File: src/design/priority_time_slice_scheduler_assert.svh
// Assertion macros for the priority time-slice scheduler.
`ifndef PRIORITY_TIME_SLICE_SCHEDULER_ASSERT_SVH
`define PRIORITY_TIME_SLICE_SCHEDULER_ASSERT_SVH

`ifndef SYNTHESIS
// Checked on every rising clock edge, held off while reset is asserted.
`define PTSS_ASSERT_RST(label, clk, rst_n, prop, msg) \
  label: assert property (@(posedge clk) disable iff (!rst_n) prop) else $error(msg);
// Checked on every rising clock edge, reset included.
`define PTSS_ASSERT_ALL(label, clk, prop, msg) \
  label: assert property (@(posedge clk) prop) else $error(msg);
`else
`define PTSS_ASSERT_RST(label, clk, rst_n, prop, msg)
`define PTSS_ASSERT_ALL(label, clk, prop, msg)
`endif

`endif

File: src/design/ptss_pkg.sv
// Shared types and constants of the priority time-slice scheduler.
`timescale 1ns / 1ps

package ptss_pkg;

  // Table geometry.
  localparam int SLOT_COUNT = 16;
  localparam int SLOT_W     = $clog2(SLOT_COUNT);
  localparam int CNT_W      = $clog2(SLOT_COUNT + 1);

  // Payload field widths.
  localparam int ACTION_W = 2;
  localparam int FIELD_W  = 4;
  localparam int PRIO_W   = 8;
  localparam int SLICE_W  = 8;
  localparam int STATE_W  = 2;

  // Action codes.
  localparam logic [ACTION_W-1:0] ACT_LOAD      = 2'd0;
  localparam logic [ACTION_W-1:0] ACT_SET_STATE = 2'd1;
  localparam logic [ACTION_W-1:0] ACT_SCHEDULE  = 2'd2;

  // Task state as stored in a slot.
  typedef enum logic [STATE_W-1:0] {
    ST_BLOCKED = 2'd0,
    ST_READY   = 2'd1,
    ST_RUNNING = 2'd2
  } task_state_t;

  // One slot of the task table.
  typedef struct packed {
    logic                occ;
    logic [PRIO_W-1:0]   prio;
    logic [SLICE_W-1:0]  slice;
    task_state_t         state;
  } entry_t;

  // Request from the sequencer to the slot memory.
  typedef struct packed {
    logic              we;
    logic [SLOT_W-1:0] waddr;
    entry_t            wdata;
    logic [SLOT_W-1:0] raddr;
  } mem_req_t;

  // Running selection while the table is scanned.
  typedef struct packed {
    logic               have;
    logic [SLOT_W-1:0]  idx;
    logic [PRIO_W-1:0]  prio;
    logic [SLICE_W-1:0] slice;
  } pick_t;

endpackage

File: src/design/priority_time_slice_scheduler.sv
// Top level of the priority time-slice scheduler: handshake, sequencer and result register.
// The block holds SLOT_COUNT task slots in a memory with one write port and one
// registered read port, and handles one transaction at a time. A load or an unused
// action goes straight to the result stage, a state change reads, modifies and
// writes its slot. A schedule decision reads the table one slot per cycle in two
// passes, first to find occupied slots and exhausted slices, then to refill, demote
// the current task and compare priorities, and writes the chosen slot back; the
// second pass is skipped when no slot is occupied. The next transaction is accepted
// as soon as the result sits in the output register, even while it waits to be taken.
`timescale 1ns / 1ps

module priority_time_slice_scheduler
  import ptss_pkg::*;
(
  input  logic                clk,
  input  logic                rst_n,
  input  logic                in_valid,
  output logic                in_ready,
  input  logic [ACTION_W-1:0] in_action,
  input  logic [FIELD_W-1:0]  in_slot,
  input  logic                in_occupied,
  input  logic [PRIO_W-1:0]   in_priority_req,
  input  logic [SLICE_W-1:0]  in_time_slice,
  input  logic [STATE_W-1:0]  in_task_state,
  output logic                out_valid,
  input  logic                out_ready,
  output logic                out_found,
  output logic [FIELD_W-1:0]  out_chosen_slot,
  output logic [SLICE_W-1:0]  out_remaining_slice,
  output logic                out_refilled
);

  `include "priority_time_slice_scheduler_assert.svh"

  typedef enum logic [2:0] {
    S_IDLE,
    S_SET_WR,
    S_SCAN_A,
    S_SCAN_B,
    S_FINISH,
    S_DONE
  } fsm_t;

  // Map a raw state code onto a stored state; code three means blocked.
  function automatic task_state_t clean_state(input logic [STATE_W-1:0] v);
    task_state_t s;
    case (v)
      2'd1:    s = ST_READY;
      2'd2:    s = ST_RUNNING;
      default: s = ST_BLOCKED;
    endcase
    return s;
  endfunction

  // Slice decrement that stops at zero.
  function automatic logic [SLICE_W-1:0] sat_dec(input logic [SLICE_W-1:0] v);
    return (v == '0) ? '0 : v - 1'b1;
  endfunction

  fsm_t                state_r, state_nxt;
  logic [CNT_W-1:0]    cnt_r, cnt_nxt;
  logic [SLOT_W-1:0]   slot_r, slot_nxt;
  task_state_t         tstate_r, tstate_nxt;
  logic                slot_ok_r, slot_ok_nxt;
  logic                any_r, any_nxt;
  logic                allz_r, allz_nxt;
  logic                refill_r, refill_nxt;
  pick_t               pick_r, pick_nxt;
  logic                res_found_r, res_found_nxt;
  logic [SLOT_W-1:0]   res_slot_r, res_slot_nxt;
  logic [SLICE_W-1:0]  res_slice_r, res_slice_nxt;
  logic [SLOT_W-1:0]   cur_slot_r, cur_slot_nxt;
  logic                cur_valid_r, cur_valid_nxt;
  logic                out_valid_r, out_valid_nxt;
  logic                out_found_r, out_found_nxt;
  logic [FIELD_W-1:0]  out_slot_r, out_slot_nxt;
  logic [SLICE_W-1:0]  out_slice_r, out_slice_nxt;
  logic                out_refilled_r, out_refilled_nxt;

  mem_req_t            mem_req;
  entry_t              rd_entry;
  logic                in_fire;
  logic                in_slot_ok;
  logic [SLOT_W-1:0]   in_addr;
  logic [SLOT_W-1:0]   proc_idx;
  logic                last_cnt;
  logic                pick_wr_en;
  entry_t              pick_wr_entry;
  pick_t               pick_out;

  assign in_ready   = (state_r == S_IDLE);
  assign in_fire    = in_valid && in_ready;
  assign in_slot_ok = (32'(in_slot) < SLOT_COUNT);
  assign in_addr    = SLOT_W'(in_slot);
  assign proc_idx   = SLOT_W'(cnt_r - 1'b1);
  assign last_cnt   = (cnt_r == CNT_W'(SLOT_COUNT));

  ptss_slot_mem u_mem (
    .clk      (clk),
    .rst_n    (rst_n),
    .req      (mem_req),
    .rd_entry (rd_entry)
  );

  ptss_pick u_pick (
    .entry     (rd_entry),
    .idx       (proc_idx),
    .refill    (refill_r),
    .cur_valid (cur_valid_r),
    .cur_slot  (cur_slot_r),
    .pick_in   (pick_r),
    .wr_en     (pick_wr_en),
    .wr_entry  (pick_wr_entry),
    .pick_out  (pick_out)
  );

  // Sequencer next-state and memory request.
  always_comb begin
    state_nxt        = state_r;
    cnt_nxt          = cnt_r;
    slot_nxt         = slot_r;
    tstate_nxt       = tstate_r;
    slot_ok_nxt      = slot_ok_r;
    any_nxt          = any_r;
    allz_nxt         = allz_r;
    refill_nxt       = refill_r;
    pick_nxt         = pick_r;
    res_found_nxt    = res_found_r;
    res_slot_nxt     = res_slot_r;
    res_slice_nxt    = res_slice_r;
    cur_slot_nxt     = cur_slot_r;
    cur_valid_nxt    = cur_valid_r;
    out_valid_nxt    = out_valid_r && !out_ready;
    out_found_nxt    = out_found_r;
    out_slot_nxt     = out_slot_r;
    out_slice_nxt    = out_slice_r;
    out_refilled_nxt = out_refilled_r;

    mem_req       = '0;
    mem_req.raddr = SLOT_W'(cnt_r);

    case (state_r)
      S_IDLE: begin
        if (in_fire) begin
          res_found_nxt = 1'b0;
          res_slot_nxt  = '0;
          res_slice_nxt = '0;
          refill_nxt    = 1'b0;
          slot_nxt      = in_addr;
          tstate_nxt    = clean_state(in_task_state);
          slot_ok_nxt   = in_slot_ok;
          case (in_action)
            ACT_LOAD: begin
              if (in_slot_ok) begin
                mem_req.we    = 1'b1;
                mem_req.waddr = in_addr;
                mem_req.wdata = '{occ: in_occupied, prio: in_priority_req,
                                  slice: in_time_slice,
                                  state: clean_state(in_task_state)};
                if (cur_valid_r && (cur_slot_r == in_addr)) begin
                  cur_valid_nxt = 1'b0;
                end
              end
              state_nxt = S_DONE;
            end
            ACT_SET_STATE: begin
              mem_req.raddr = in_addr;
              state_nxt     = S_SET_WR;
            end
            ACT_SCHEDULE: begin
              cnt_nxt   = '0;
              any_nxt   = 1'b0;
              allz_nxt  = 1'b1;
              state_nxt = S_SCAN_A;
            end
            default: begin
              state_nxt = S_DONE;
            end
          endcase
        end
      end

      // Write back the slot with its new state, other fields kept.
      S_SET_WR: begin
        if (slot_ok_r) begin
          mem_req.we          = 1'b1;
          mem_req.waddr       = slot_r;
          mem_req.wdata       = rd_entry;
          mem_req.wdata.state = tstate_r;
        end
        state_nxt = S_DONE;
      end

      // First pass: any occupied slot, and whether all their slices are spent.
      S_SCAN_A: begin
        if ((cnt_r != '0) && rd_entry.occ) begin
          any_nxt = 1'b1;
          if (rd_entry.slice != '0) begin
            allz_nxt = 1'b0;
          end
        end
        if (last_cnt) begin
          cnt_nxt      = '0;
          refill_nxt   = allz_nxt;
          pick_nxt     = '0;
          state_nxt    = any_nxt ? S_SCAN_B : S_DONE;
          if (!any_nxt) begin
            refill_nxt = 1'b0;
          end
        end else begin
          cnt_nxt = cnt_r + 1'b1;
        end
      end

      // Second pass: refill, demote, compare, one slot per cycle.
      S_SCAN_B: begin
        if (cnt_r != '0) begin
          pick_nxt = pick_out;
          if (pick_wr_en) begin
            mem_req.we    = 1'b1;
            mem_req.waddr = proc_idx;
            mem_req.wdata = pick_wr_entry;
          end
        end
        if (last_cnt) begin
          state_nxt = S_FINISH;
        end else begin
          cnt_nxt = cnt_r + 1'b1;
        end
      end

      // Mark the chosen slot running and spend one unit of its slice.
      S_FINISH: begin
        if (pick_r.have) begin
          mem_req.we    = 1'b1;
          mem_req.waddr = pick_r.idx;
          mem_req.wdata = '{occ: 1'b1, prio: pick_r.prio,
                            slice: sat_dec(pick_r.slice), state: ST_RUNNING};
          cur_slot_nxt  = pick_r.idx;
          cur_valid_nxt = 1'b1;
          res_found_nxt = 1'b1;
          res_slot_nxt  = pick_r.idx;
          res_slice_nxt = sat_dec(pick_r.slice);
        end
        state_nxt = S_DONE;
      end

      // Hand the result to the output register once it is free.
      S_DONE: begin
        if (!out_valid_r || out_ready) begin
          out_valid_nxt    = 1'b1;
          out_found_nxt    = res_found_r;
          out_slot_nxt     = FIELD_W'(res_slot_r);
          out_slice_nxt    = res_slice_r;
          out_refilled_nxt = refill_r;
          state_nxt        = S_IDLE;
        end
      end

      default: begin
        state_nxt = S_IDLE;
      end
    endcase
  end

  // State and registered outputs.
  always_ff @(posedge clk) begin
    if (!rst_n) begin
      state_r     <= S_IDLE;
      cnt_r       <= '0;
      cur_slot_r  <= '0;
      cur_valid_r <= 1'b0;
      out_valid_r <= 1'b0;
    end else begin
      state_r     <= state_nxt;
      cnt_r       <= cnt_nxt;
      cur_slot_r  <= cur_slot_nxt;
      cur_valid_r <= cur_valid_nxt;
      out_valid_r <= out_valid_nxt;
    end
    slot_r         <= slot_nxt;
    tstate_r       <= tstate_nxt;
    slot_ok_r      <= slot_ok_nxt;
    any_r          <= any_nxt;
    allz_r         <= allz_nxt;
    refill_r       <= refill_nxt;
    pick_r         <= pick_nxt;
    res_found_r    <= res_found_nxt;
    res_slot_r     <= res_slot_nxt;
    res_slice_r    <= res_slice_nxt;
    out_found_r    <= out_found_nxt;
    out_slot_r     <= out_slot_nxt;
    out_slice_r    <= out_slice_nxt;
    out_refilled_r <= out_refilled_nxt;
  end

  assign out_valid           = out_valid_r;
  assign out_found           = out_found_r;
  assign out_chosen_slot     = out_slot_r;
  assign out_remaining_slice = out_slice_r;
  assign out_refilled        = out_refilled_r;

  // A result without a chosen task carries zero slot and slice.
  `PTSS_ASSERT_RST(a_not_found_zero, clk, rst_n, (out_valid && !out_found) |-> ((out_chosen_slot == '0) && (out_remaining_slice == '0)), "not-found result carries nonzero payload")
  // A current task appears only when a decision commits its choice.
  `PTSS_ASSERT_RST(a_cur_from_finish, clk, rst_n, $rose(cur_valid_r) |-> ($past(state_r) == S_FINISH), "current task set outside a decision commit")
  // The first scan pass and the result hand-off never write the table.
  `PTSS_ASSERT_RST(a_no_write_in_scan, clk, rst_n, ((state_r == S_SCAN_A) || (state_r == S_DONE)) |-> !mem_req.we, "slot table written during a read-only phase")

endmodule

File: src/design/ptss_slot_mem.sv
// Task slot memory: one write port, one registered read port, valid bit per slot.
`timescale 1ns / 1ps

module ptss_slot_mem
  import ptss_pkg::*;
(
  input  logic     clk,
  input  logic     rst_n,
  input  mem_req_t req,
  output entry_t   rd_entry
);

  entry_t                 mem [SLOT_COUNT];
  logic [SLOT_COUNT-1:0]  vld_r;
  entry_t                 rd_data_r;
  logic                   rd_vld_r;

  // Storage array; at most one write and one read per cycle.
  always_ff @(posedge clk) begin
    if (req.we) begin
      mem[req.waddr] <= req.wdata;
    end
    rd_data_r <= mem[req.raddr];
  end

  // Valid bits: a slot never written reads as all zeros.
  always_ff @(posedge clk) begin
    if (!rst_n) begin
      vld_r    <= '0;
      rd_vld_r <= 1'b0;
    end else begin
      if (req.we) begin
        vld_r[req.waddr] <= 1'b1;
      end
      rd_vld_r <= vld_r[req.raddr];
    end
  end

  assign rd_entry = rd_vld_r ? rd_data_r : '0;

endmodule

File: src/design/ptss_pick.sv
// Per-slot update and priority compare unit, applied to one slot per cycle.
`timescale 1ns / 1ps

module ptss_pick
  import ptss_pkg::*;
(
  input  entry_t            entry,
  input  logic [SLOT_W-1:0] idx,
  input  logic              refill,
  input  logic              cur_valid,
  input  logic [SLOT_W-1:0] cur_slot,
  input  pick_t             pick_in,
  output logic              wr_en,
  output entry_t            wr_entry,
  output pick_t             pick_out
);

  task_state_t        st;
  logic [SLICE_W-1:0] slc;

  // Refill the slice from the priority when a refill is due, and demote the current running task to ready.
  always_comb begin
    st  = entry.state;
    slc = refill ? entry.prio : entry.slice;
    if (cur_valid && (cur_slot == idx) && (entry.state == ST_RUNNING)) begin
      st = ST_READY;
    end
    wr_en    = entry.occ;
    wr_entry = '{occ: entry.occ, prio: entry.prio, slice: slc, state: st};
  end

  // First ready slot wins unless a later one has higher priority and time left.
  always_comb begin
    pick_out = pick_in;
    if (entry.occ && (st == ST_READY)) begin
      if (!pick_in.have) begin
        pick_out = '{have: 1'b1, idx: idx, prio: entry.prio, slice: slc};
      end else if ((entry.prio > pick_in.prio) && (slc != '0)) begin
        pick_out = '{have: 1'b1, idx: idx, prio: entry.prio, slice: slc};
      end
    end
  end

endmodule
File: config.mk
export PLATFORM = sky130hd
export DESIGN_NAME = priority_time_slice_scheduler
export DESIGN_NICKNAME = d
export VERILOG_FILES = /design/src/design/ptss_pkg.sv /design/src/design/priority_time_slice_scheduler.sv /design/src/design/ptss_slot_mem.sv /design/src/design/ptss_pick.sv
export VERILOG_INCLUDE_DIRS = /design/src /design/src/design
export SDC_FILE = /design/constraint.sdc
export NUM_CORES = 1
export LEC_CHECK = 0
export BUFFER_PORTS_ARGS = -buffer_cell sky130_fd_sc_hd__buf_2
export CAP_MARGIN = 10
export CORE_MARGIN = 2
export CORE_UTILIZATION = 52
export DETAILED_ROUTE_END_ITERATION = 10
export PLACE_DENSITY = 0.68
export SETUP_SLACK_MARGIN = 0.4
export SYNTH_ARGS = -nofsm -noshare
export SYNTH_HDL_FRONTEND = slang
export SYNTH_HIERARCHICAL = 1
export SYNTH_SLANG_ARGS = --single-unit
File: constraint.sdc
create_clock -name clk -period 9 [get_ports clk]
set_clock_uncertainty 0.05 [all_clocks]
set_input_delay 0.9 -clock clk [delete_from_list [all_inputs] [get_ports clk]]
set_output_delay 0.9 -clock clk [all_outputs]
set_load 0.03 [all_outputs]
==> results_dict.tcl, run 1 <==
set metrics [dict create \
    clockBufferDepth 3 \
    cts_made_buffers 42 \
    post_cts_resized 0 \
    rsz0062_at_grt "no" \
    dpl.cell_count 1447 \
    use_met1 0.320 \
    finalNonFillerCells 1530 \
    grt_pass1_wl_mm 54.7 \
    dieHeight_um 185 \
    ir_worst_vdd_uv 175 \
    r2r_end "u_mem/mem[3][9]$_DFFE_PP_" \
    insertion_delay_ns 0.54 \
    busiest_layer "met2" \
    drtIter0Drc 977 \
    min_from "res_slice_r[1]$_SDFFCE_PN0P_" \
    dp_hpwl_mm 22.5 \
    grt_max_degree 60 \
    setup_viol 0 \
    min_to "out_remaining_slice[1]$_DFFE_PP_" \
    ant_nets 0 \
    first_pass_iters 6 \
    cellPowerDensity_nw_per_um2 282 \
    regToRegSetupSlack_ns 4.10 \
    drc_errors 0 \
    crit_type "register to register" \
    end_kind "register" \
    syn_area_um2 17100 \
    use_met2 0.332 \
    fin_tns_setup_ns 0 \
    p_leak_nw 6.40 \
    required_ns 9.09 \
    period_minus_slack_ns 4.90 \
    dpl-instance-area_um2 17700 \
    yosys_register_bits 411 \
    timing.rr.start "state_r[0]$_SDFFE_PN0P_" \
    hold_viol 0 \
    crit_fanout 25 \
    first_global_vias 8981 \
    crit_path_cell_trace "nor4b_2 -> and2_1 -> a222oi_1 -> o21ai_0 -> nand2_1 -> nor2_2" \
    cts-root-buf "clkbuf_16" \
    slew_viol_final 0 \
    clock_sinks 411 \
    antenna_found_initial 1 \
    clkPwrFrac 0.302 \
    viasPerCell 5.95 \
    vias 9102 \
    std_cell_rows 66 \
    p_sw_mw 1.56 \
    ys_warn_count 6 \
    post_cts_buffers 0 \
    max_cap_violations 0 \
    synth_edf_count 361 \
    syn_inst 1006 \
    power.share.sequential 0.475 \
    swShare 0.288 \
    final_common_cell "edfxtp_1" \
    synth_cell_types 61 \
    use_met3 0.0379 \
    cp_slowest_cell "nor2_2" \
    cts_max_level 2 \
    tightestPinTransition_ns 1.22 \
    ff2ff_path_depth 6 \
    cpLargestDelayFamily "simple AND/OR/NAND/NOR gates" \
    worst-path-buf-inv 0 \
    max_freq_mhz 204 \
    slowest_delay_ns 1.02 \
    synth_ff_type "edfxtp_1" \
    post-route-period-util 0.544 \
    die_w_um 185 \
    routed_wl_mm 35.7 \
    slew_headroom 0.187 \
    hp-class "register to register" \
    status "finished clean" \
    cts_tree "done" \
    final_cell_mix "361 x edfxtp_1, 78 x mux4_2, 77 x nand2_1" \
    grt_usage 0.214 \
    insertedDiodeCount 0 \
    gr-total-overflow 0 \
    final_area_um2 19100 \
    avgSynthCellArea_um2 17.0 \
    numPortBuffers 44 \
    post_drt_wl_per_cell_um 23.4 \
    hold_path_depth 0 \
    drive_gt1_frac 0.242 \
    core_area_um2 32500 \
    initial_utilization 0.527 \
    combPwrFrac 0.222 \
    syn2layout_area_growth_pct 11.8 \
    worst_setup_path_start_kind "register" \
    ctsHoldBuffers 0 \
    worstPathArrival_ns 4.98 \
    path_depth 6 \
    layout.nets 1101 \
    fp.dieArea_um2 34300 \
    ioPinCount 45 \
    ys_seq_area_frac 0.693 \
    synth_nets 1052 \
    p_int_mw 3.84 \
    ys_async_sr_fraction 0 \
    routabilityCongestion 0.826 \
    path_clk_slew_ns 0.06 \
]
==> cells in the mapped netlist (all sizes together) (6+ instances only) <==
cell	number	area (um2)
xnor2	10	87.6
a22oi	49	368
buf	37	274
ha	17	213
a222oi	12	120
o211ai	12	90.1
xor2	7	61.3
and2	48	302
inv	16	60.1
a21oi	8	40.0
nand2	77	289
clkbuf	25	95.1
o21a	16	120
mux4	78	1760
dfxtp	50	1000
nor2b	8	50.1
mux2	32	435
nor2	38	143
nand2b	14	87.6
nor4	6	37.5
nor3	10	50.1
edfxtp	361	10800
nand3	7	35.0
o21ai	11	55.1
==> routing by layer <==
layer  vias to the layer above  wire, um  share of wire
met2                       272     16700           0.47
met1                      4725     16100           0.45
met5                         -         0              0
met3                        48      2300          0.064
li1                       4057         -              -
met4                         0       554          0.016
==> worst register-to-register path: stages, from the launching register on <==
cell and delay, ns:
dfxtp_1 0.50, nor4b_2 0.91, and2_1 0.88, a222oi_1 0.27
o21ai_0 0.46, nand2_1 0.41, nor2_2 1.02
==> cell families (layout without fill, tap and decap cells) <==
family | Yosys count | after routing | share of synthesized area
muxes | 115 | 115 | 0.131
AOI/OAI and AO/OA | 130 | 130 | 0.0571
DFF | 411 | 411 | 0.693
and+or+nand+nor | 238 | 238 | 0.0730
xor gates and xnor gates | 17 | 17 | 0.00871
buffers and inverters | 78 | 160 | 0.0251
adders and majority gates | 17 | 17 | 0.0124
==> power groups by stage <==
stage	logic, mW	registers (mW)	clock network, mW
floorplan	0.869	2.55	0
global placement	1.18	2.60	0
detailed placement	1.20	2.60	0
CTS	1.20	2.56	1.67
global route	1.31	2.58	1.74
finish	1.20	2.57	1.63
==> per-stage QoR <==
| step | power [mW] | setup slack (ns) | hold WS (ns) | util |
|---|---|---|---|---|
| 6_report | 5.40 | 4.10 | 0.367 | 0.589 |
| 5_1_grt | 5.63 | 3.74 | 0.376 | 0.589 |
| 4_1_cts | 5.44 | 4.04 | 0.370 | 0.586 |
| 3_5_place_dp | 3.81 | 3.64 | 0.355 | 0.546 |
| 3_3_place_gp | 3.78 | 3.89 | 0.354 | 0.546 |
| 2_1_floorplan | 3.42 | 4.62 | 0.350 | - |
==> registers in the layout, summed over array words and instances (netlist names), 5 cells and up <==
name,cells
res_slice_r,8
cnt_r,5
pick_r,21
u_mem/vld_r,16
out_remaining_slice,8
u_mem/rd_data_r,19
u_mem/mem,304
==> worst max path at each step <==
| stage | to | startpoint | slack [ns] |
|---|---|---|---|
| final | u_mem/mem[3][9]$_DFFE_PP_ | state_r[0]$_SDFFE_PN0P_ | 4.10 |
| after global routing | u_mem/mem[3][9]$_DFFE_PP_ | state_r[0]$_SDFFE_PN0P_ | 3.74 |
| after CTS | u_mem/mem[7][16]$_DFFE_PP_ | state_r[0]$_SDFFE_PN0P_ | 4.04 |
| after detailed placement | u_mem/mem[7][7]$_DFFE_PP_ | in_valid | 3.64 |
| after global placement | u_mem/mem[7][11]$_DFFE_PP_ | in_valid | 3.89 |
| after floorplan | u_mem/mem[0][0]$_DFFE_PP_ | in_valid | 4.62 |
==> layout make-up <==
cell class	instances	area, um2
Clock buffer	65	1190
Clock inverter	12	111
Fill cell	2416	13300
Inverter	16	60.1
Multi-Input combinational cell	517	4920
Sequential cell	411	11800
Tap cell	442	553
Timing Repair Buffer	67	448
Note: power is estimated with default switching activity, not from simulation.
==> run 2: changes to the inputs <==
==> constraint.sdc (replaced) <==
create_clock -name clk -period 4.89 [get_ports clk]
set_clock_uncertainty 0.05 [all_clocks]
set_input_delay 0.489 -clock clk [delete_from_list [all_inputs] [get_ports clk]]
set_output_delay 0.489 -clock clk [all_outputs]
set_load 0.03 [all_outputs]
==> run 2 against run 1 <==
Net effect:
- critical path type unchanged
- core utilization rose by 0.32 points
- first-iteration DRC count rose by 5.0%
- largest cell class unchanged
- largest power group unchanged
- global-route usage fell by 0.22 points
- critical path depth did not move
- flip-flop and latch count did not move
- total power rose by 86%
- register-to-register slack got worse by 2.8 ns
- routed wire length fell by 0.53%
==> results_dict.tcl, run 2 (synthesized netlist as in run 1, its figures left out) <==
set metrics [dict create \
    status "finished clean" \
    drive_gt1_frac 0.254 \
    path_clk_slew_ns 0.06 \
    viasPerCell 5.93 \
    first_pass_iters 7 \
    rsz0062_at_grt "no" \
    crit_fanout 23 \
    std_cell_rows 66 \
    ant_nets 0 \
    worstPathArrival_ns 3.78 \
    ctsHoldBuffers 0 \
    routabilityCongestion 0.827 \
    dp_hpwl_mm 22.5 \
    end_kind "register" \
    cts_max_level 2 \
    regMostFlops "u_mem/mem" \
    final_util 0.592 \
    post_cts_resized 0 \
    reg_top3 "u_mem/mem: 304 flops, pick_r: 21 flops, u_mem/rd_data_r: 19 flops" \
    cts-root-buf "clkbuf_16" \
    drc_errors 0 \
    core_area_um2 32500 \
    clock_sinks 411 \
    layout.nets 1114 \
    ioPinCount 45 \
    hp-class "input pin to register" \
    worst_setup_path_start_kind "register" \
    p_leak_nw 6.49 \
    required_ns 5.07 \
    dieHeight_um 185 \
    cts_tree "done" \
    insertedDiodeCount 0 \
    cellPowerDensity_nw_per_um2 523 \
    grt_usage 0.212 \
    max_freq_mhz 278 \
    fp.dieArea_um2 34300 \
    vias 9127 \
    slew_viol_final 0 \
    cts_made_buffers 42 \
    drtIter0Drc 1026 \
    post_cts_buffers 0 \
    die_w_um 185 \
    final_common_cell "edfxtp_1" \
    final_cell_mix "361 x edfxtp_1, 78 x mux4_2, 77 x nand2_1" \
    fin_tns_setup_ns 0 \
    syn2layout_area_growth_pct 12.4 \
    use_met2 0.331 \
    post-route-period-util 0.736 \
    period_minus_slack_ns 3.60 \
    tightestPinTransition_ns 1.11 \
    slew_headroom 0.254 \
    grt_max_degree 61 \
    crit_type "register to register" \
    busiest_layer "met2" \
    initial_utilization 0.527 \
    setup_viol 0 \
    first_global_vias 8898 \
    largest_reg_flops 304 \
    grt_pass1_wl_mm 53.9 \
    clockBufferDepth 3 \
    use_met1 0.314 \
    hold_viol 0 \
    routed_wl_mm 35.5 \
    insertion_delay_ns 0.55 \
    antenna_found_initial 0 \
    numPortBuffers 44 \
    max_cap_violations 0 \
    ir_worst_vdd_uv 377 \
    gr-total-overflow 0 \
    post_drt_wl_per_cell_um 23.1 \
    use_met3 0.0313 \
]
## run 2: worst max-delay path, cell delays in order, from the launching register on
cell and delay (ns):
dfxtp_1 0.70, and3b_1 0.71, and3_4 0.47, or4_1 0.23
or3b_2 0.55, nor2_2 0.24, buf_4 0.31
## run 2: path summary, 6_finish.rpt
kind                                 endpoint  depth (start not counted)  slack [ns]                    startpoint
max reg2reg         u_mem/mem[1][3]$_DFFE_PP_                          6        1.29       state_r[0]$_SDFFE_PN0P_
min reg2reg  out_remaining_slice[0]$_DFFE_PP_                          0        0.37  res_slice_r[0]$_SDFFCE_PN0P_
min                       slot_r[2]$_DFFE_PP_                          1        0.17                    in_slot[2]
max                 u_mem/mem[1][3]$_DFFE_PP_                          6        1.29       state_r[0]$_SDFFE_PN0P_
## run 2: area by class of cell
class                   count  area [um2]
multi-input cells         517        4920
repair buffers             80         490
clock buffers              55        1160
inverters                  16        60.1
flip-flops and latches    411       11800
clock inverters            18         198
well taps                 442         553
fillers                  2411       13200
## run 2: through the flow
| stage | worst slack, ns | cell area, um2 | power, mW | hold slack, ns | cells |
|---|---|---|---|---|---|
| CTS | 0.964 | 19200 | 10.1 | 0.147 | 1537 |
| detailed placement | 1.01 | 17800 | 6.99 | 0.355 | 1464 |
| floorplan | 0.844 | 17100 | 6.30 | 0.350 | 1006 |
| finish | 1.29 | 19200 | 10.0 | 0.166 | 1539 |
| global placement | 1.21 | 17800 | 6.93 | 0.353 | 1464 |
| global route | 1.07 | 19200 | 10.5 | 0.155 | 1539 |
## run 2: where the power goes
group          switching [mW]  internal [mW]  leakage [nW]  total, mW
Sequential              0.154           4.52          3.72       4.67
Clock                    1.30           1.84         0.658       3.14
Combinational            1.39          0.844          2.11       2.24
Total                    2.85           7.20          6.49       10.0
## run 2: routing by layer
layer / vias up / part of all wire
li1: 4079 / -
met1: 4648 / 0.44
met2: 347 / 0.47
met3: 53 / 0.070
met4: 0 / 0.021
met5: - / 0
==> run 3: changes to the inputs <==
--- a/config.mk
+++ b/config.mk
@@ -6,6 +6,7 @@
 export SDC_FILE = /design/constraint.sdc
 export NUM_CORES = 1
 export LEC_CHECK = 0
+export ABC_AREA = 1
 export BUFFER_PORTS_ARGS = -buffer_cell sky130_fd_sc_hd__buf_2
 export CAP_MARGIN = 10
 export CORE_MARGIN = 2
==> constraint.sdc (replaced) <==
create_clock -name clk -period 3.5 [get_ports clk]
set_clock_uncertainty 0.05 [all_clocks]
set_input_delay 0.35 -clock clk [delete_from_list [all_inputs] [get_ports clk]]
set_output_delay 0.35 -clock clk [all_outputs]
set_load 0.03 [all_outputs]
==> run 3 against run 2 <==
Net effect:
- sequential power grew 40%
- setup slack worse by 0.65 ns
- critical path type unchanged
- non-clock buffer count rose by 8
- worst hold slack worse by 0.14 ns
- global-route usage up 2.4 points
- largest cell class unchanged
- clock power is 50% higher
- clock-buffer cell count fell by 2
- maximum frequency up 26%
- via count is 37% higher
- largest power group unchanged
==> results_dict.tcl, run 3 <==
set metrics [dict create \
    status "finished clean" \
    period_minus_slack_ns 2.86 \
    layout.nets 1801 \
    final_cell_mix "361 x edfxtp_1, 263 x nand2_1, 231 x nor2_1" \
    max_cap_violations 0 \
    p_leak_nw 7.86 \
    required_ns 3.65 \
    antenna_found_initial 0 \
    first_global_vias 11902 \
    initial_utilization 0.527 \
    p_sw_mw 4.95 \
    path_clk_slew_ns 0.06 \
    synth_most_common_cell "edfxtp_1" \
    post_drt_wl_per_cell_um 18.8 \
    synth_nets 1764 \
    grt_pass1_wl_mm 66.0 \
    synth_edf_count 361 \
    clockBufferDepth 3 \
    hold_viol 0 \
    combPwrFrac 0.257 \
    yosys_register_bits 411 \
    clkPwrFrac 0.310 \
    ioPinCount 45 \
    dieHeight_um 191 \
    dp_hpwl_mm 26.2 \
    synth_area_leaders "edfxtp_1 60%, dfxtp_1 5.5%, nand2_1 5.4%" \
    cts_made_buffers 44 \
    hp-class "input pin to register" \
    p_int_mw 10.2 \
    slew_headroom 0.494 \
    ir_worst_vdd_uv 432 \
    synth_ff_type "edfxtp_1" \
    routabilityCongestion 0.893 \
    crit_type "register to register" \
    setup_viol 0 \
    syn2layout_area_growth_pct 11.8 \
    die_w_um 191 \
    grt_usage 0.235 \
    end_kind "register" \
    drc_errors 0 \
    ys_seq_area_frac 0.652 \
    finalNonFillerCells 2244 \
    syn_area_um2 18200 \
    cts-root-buf "clkbuf_16" \
    max_freq_mhz 350 \
    syn_inst 1718 \
    drtIter0Drc 1100 \
    core_area_um2 34500 \
    regMostFlops "u_mem/mem" \
    cellPowerDensity_nw_per_um2 747 \
    worst_setup_path_start_kind "register" \
    rsz0062_at_grt "no" \
    viasPerCell 5.56 \
    insertion_delay_ns 0.55 \
    first_pass_iters 5 \
    worstPathArrival_ns 3.01 \
    synth_top_area_share 0.597 \
    synth_cell_types 41 \
    ys_warn_count 6 \
    power.share.sequential 0.433 \
    insertedDiodeCount 0 \
    p_total_mw 15.2 \
    fp.dieArea_um2 36400 \
    gr-total-overflow 0 \
    reg_top3 "u_mem/mem: 304 flops, pick_r: 21 flops, u_mem/rd_data_r: 19 flops" \
    nFillCells 2796 \
    numPortBuffers 44 \
    fin_tns_setup_ns 0 \
    post_cts_buffers 0 \
    synth_top_area_cell "edfxtp_1" \
    post-route-period-util 0.816 \
    avgSynthCellArea_um2 10.6 \
    hold-worst-slack_ns 0.0224 \
    cts_max_level 2 \
    dpl.cell_count 2161 \
    synth_common_cells "361 x edfxtp_1, 263 x nand2_1, 241 x nor2_1, 192 x inv_1, 134 x o21ai_0" \
    routed_wl_mm 42.2 \
    std_cell_rows 68 \
    final_common_cell "edfxtp_1" \
    slew_viol_final 0 \
    ant_nets 0 \
    largest_reg_flops 304 \
    clock_sinks 411 \
    vias 12477 \
    grt_max_degree 124 \
    crit_fanout 20 \
    tightestPinTransition_ns 0.756 \
    cts_tree "done" \
    ys_async_sr_fraction 0 \
    drive_gt1_frac 0.113 \
    swShare 0.327 \
]
## run 3: changes by cell type after synthesis, moves of 78 or more
cell / delta
nand3_1: +99
nor2_1: +203
inv_1: +176
o21ai_0: +125
mux4_2: -78
nand2_1: +186
## run 3: routing by layer
layer / routed length, um / vias up / global-route usage
met2: 19400 / 491 / 0.374
met4: 1290 / 0 / 0.0811
met1: 18300 / 5967 / 0.335
met3: 3260 / 88 / 0.0318
li1: - / 5931 / -
met5: 0 / - / 0
## run 3: kinds of logic after synthesis
logic type	share of synthesized area
flops	0.652
compound gates	0.103
xor+xnor	0.00386
fa+ha+maj	0.0117
buf+inv	0.0755
simple gates	0.154
## run 3: layout make-up
cell class | instances | area, um2 | area share
inverter | 202 | 769 | 0.0379
sequential | 411 | 11800 | 0.583
tap | 455 | 569 | 0.0280
timing repair buffer | 88 | 621 | 0.0306
multi-input combinational | 1008 | 5020 | 0.247
clock buffer | 53 | 1170 | 0.0574
clock inverter | 27 | 319 | 0.0157
## run 3: final timing paths
check | from | end | slack [ns] | depth (start not counted)
setup / recovery | cnt_r[0]$_SDFFE_PN0P_ | u_mem/mem[2][0]$_DFFE_PP_ | 0.64 | 10
hold / removal | in_slot[2] | slot_r[2]$_DFFE_PP_ | 0.02 | 1
setup reg to reg | cnt_r[0]$_SDFFE_PN0P_ | u_mem/mem[2][0]$_DFFE_PP_ | 0.64 | 10
hold reg to reg | res_slot_r[2]$_SDFFCE_PN0P_ | out_chosen_slot[2]$_DFFE_PP_ | 0.37 | 0
## run 3: per-stage QoR
| step | setup slack, ns | utilization | area, um2 |
|---|---|---|---|
| 6_report | 0.643 | 0.589 | 20300 |
| 5_1_grt | 0.415 | 0.589 | 20300 |
| 4_1_cts | 0.519 | 0.589 | 20300 |
| 3_5_place_dp | 0.554 | 0.545 | 18800 |
| 3_3_place_gp | 0.627 | 0.545 | 18800 |
| 2_1_floorplan | 0.524 | - | 18200 |
## run 3: what timing repair did
| item | 4_1_cts | 5_1_grt |
|---|---|---|
| setup endpoints to repair | 0 | 187 |
| hold buffers | 3 | 0 |
| endpoints found under the hold margin | 3 | 0 |
| gates resized for setup | 0 | 3 |
## run 3: critical path: stages, from the launching register on
cell and delay (ns):
dfxtp_1 0.43, inv_1 0.18, ha_1 0.25, nand3_1 0.13, nand3_2 0.14, o2111ai_1 0.44
inv_1 0.13, nor2_1 0.15, inv_1 0.12, nor2_2 0.12, buf_4 0.37
## run 3: power groups by stage
stage                     combinational (mW)  sequential [mW]  clock, mW
after floorplan                         2.85             6.53          0
after global placement                  3.78             6.64          0
after detailed placement                3.85             6.66          0
after CTS                               3.88             6.56       4.78
after global routing                    4.38             6.61       4.96
final                                   3.90             6.56       4.70
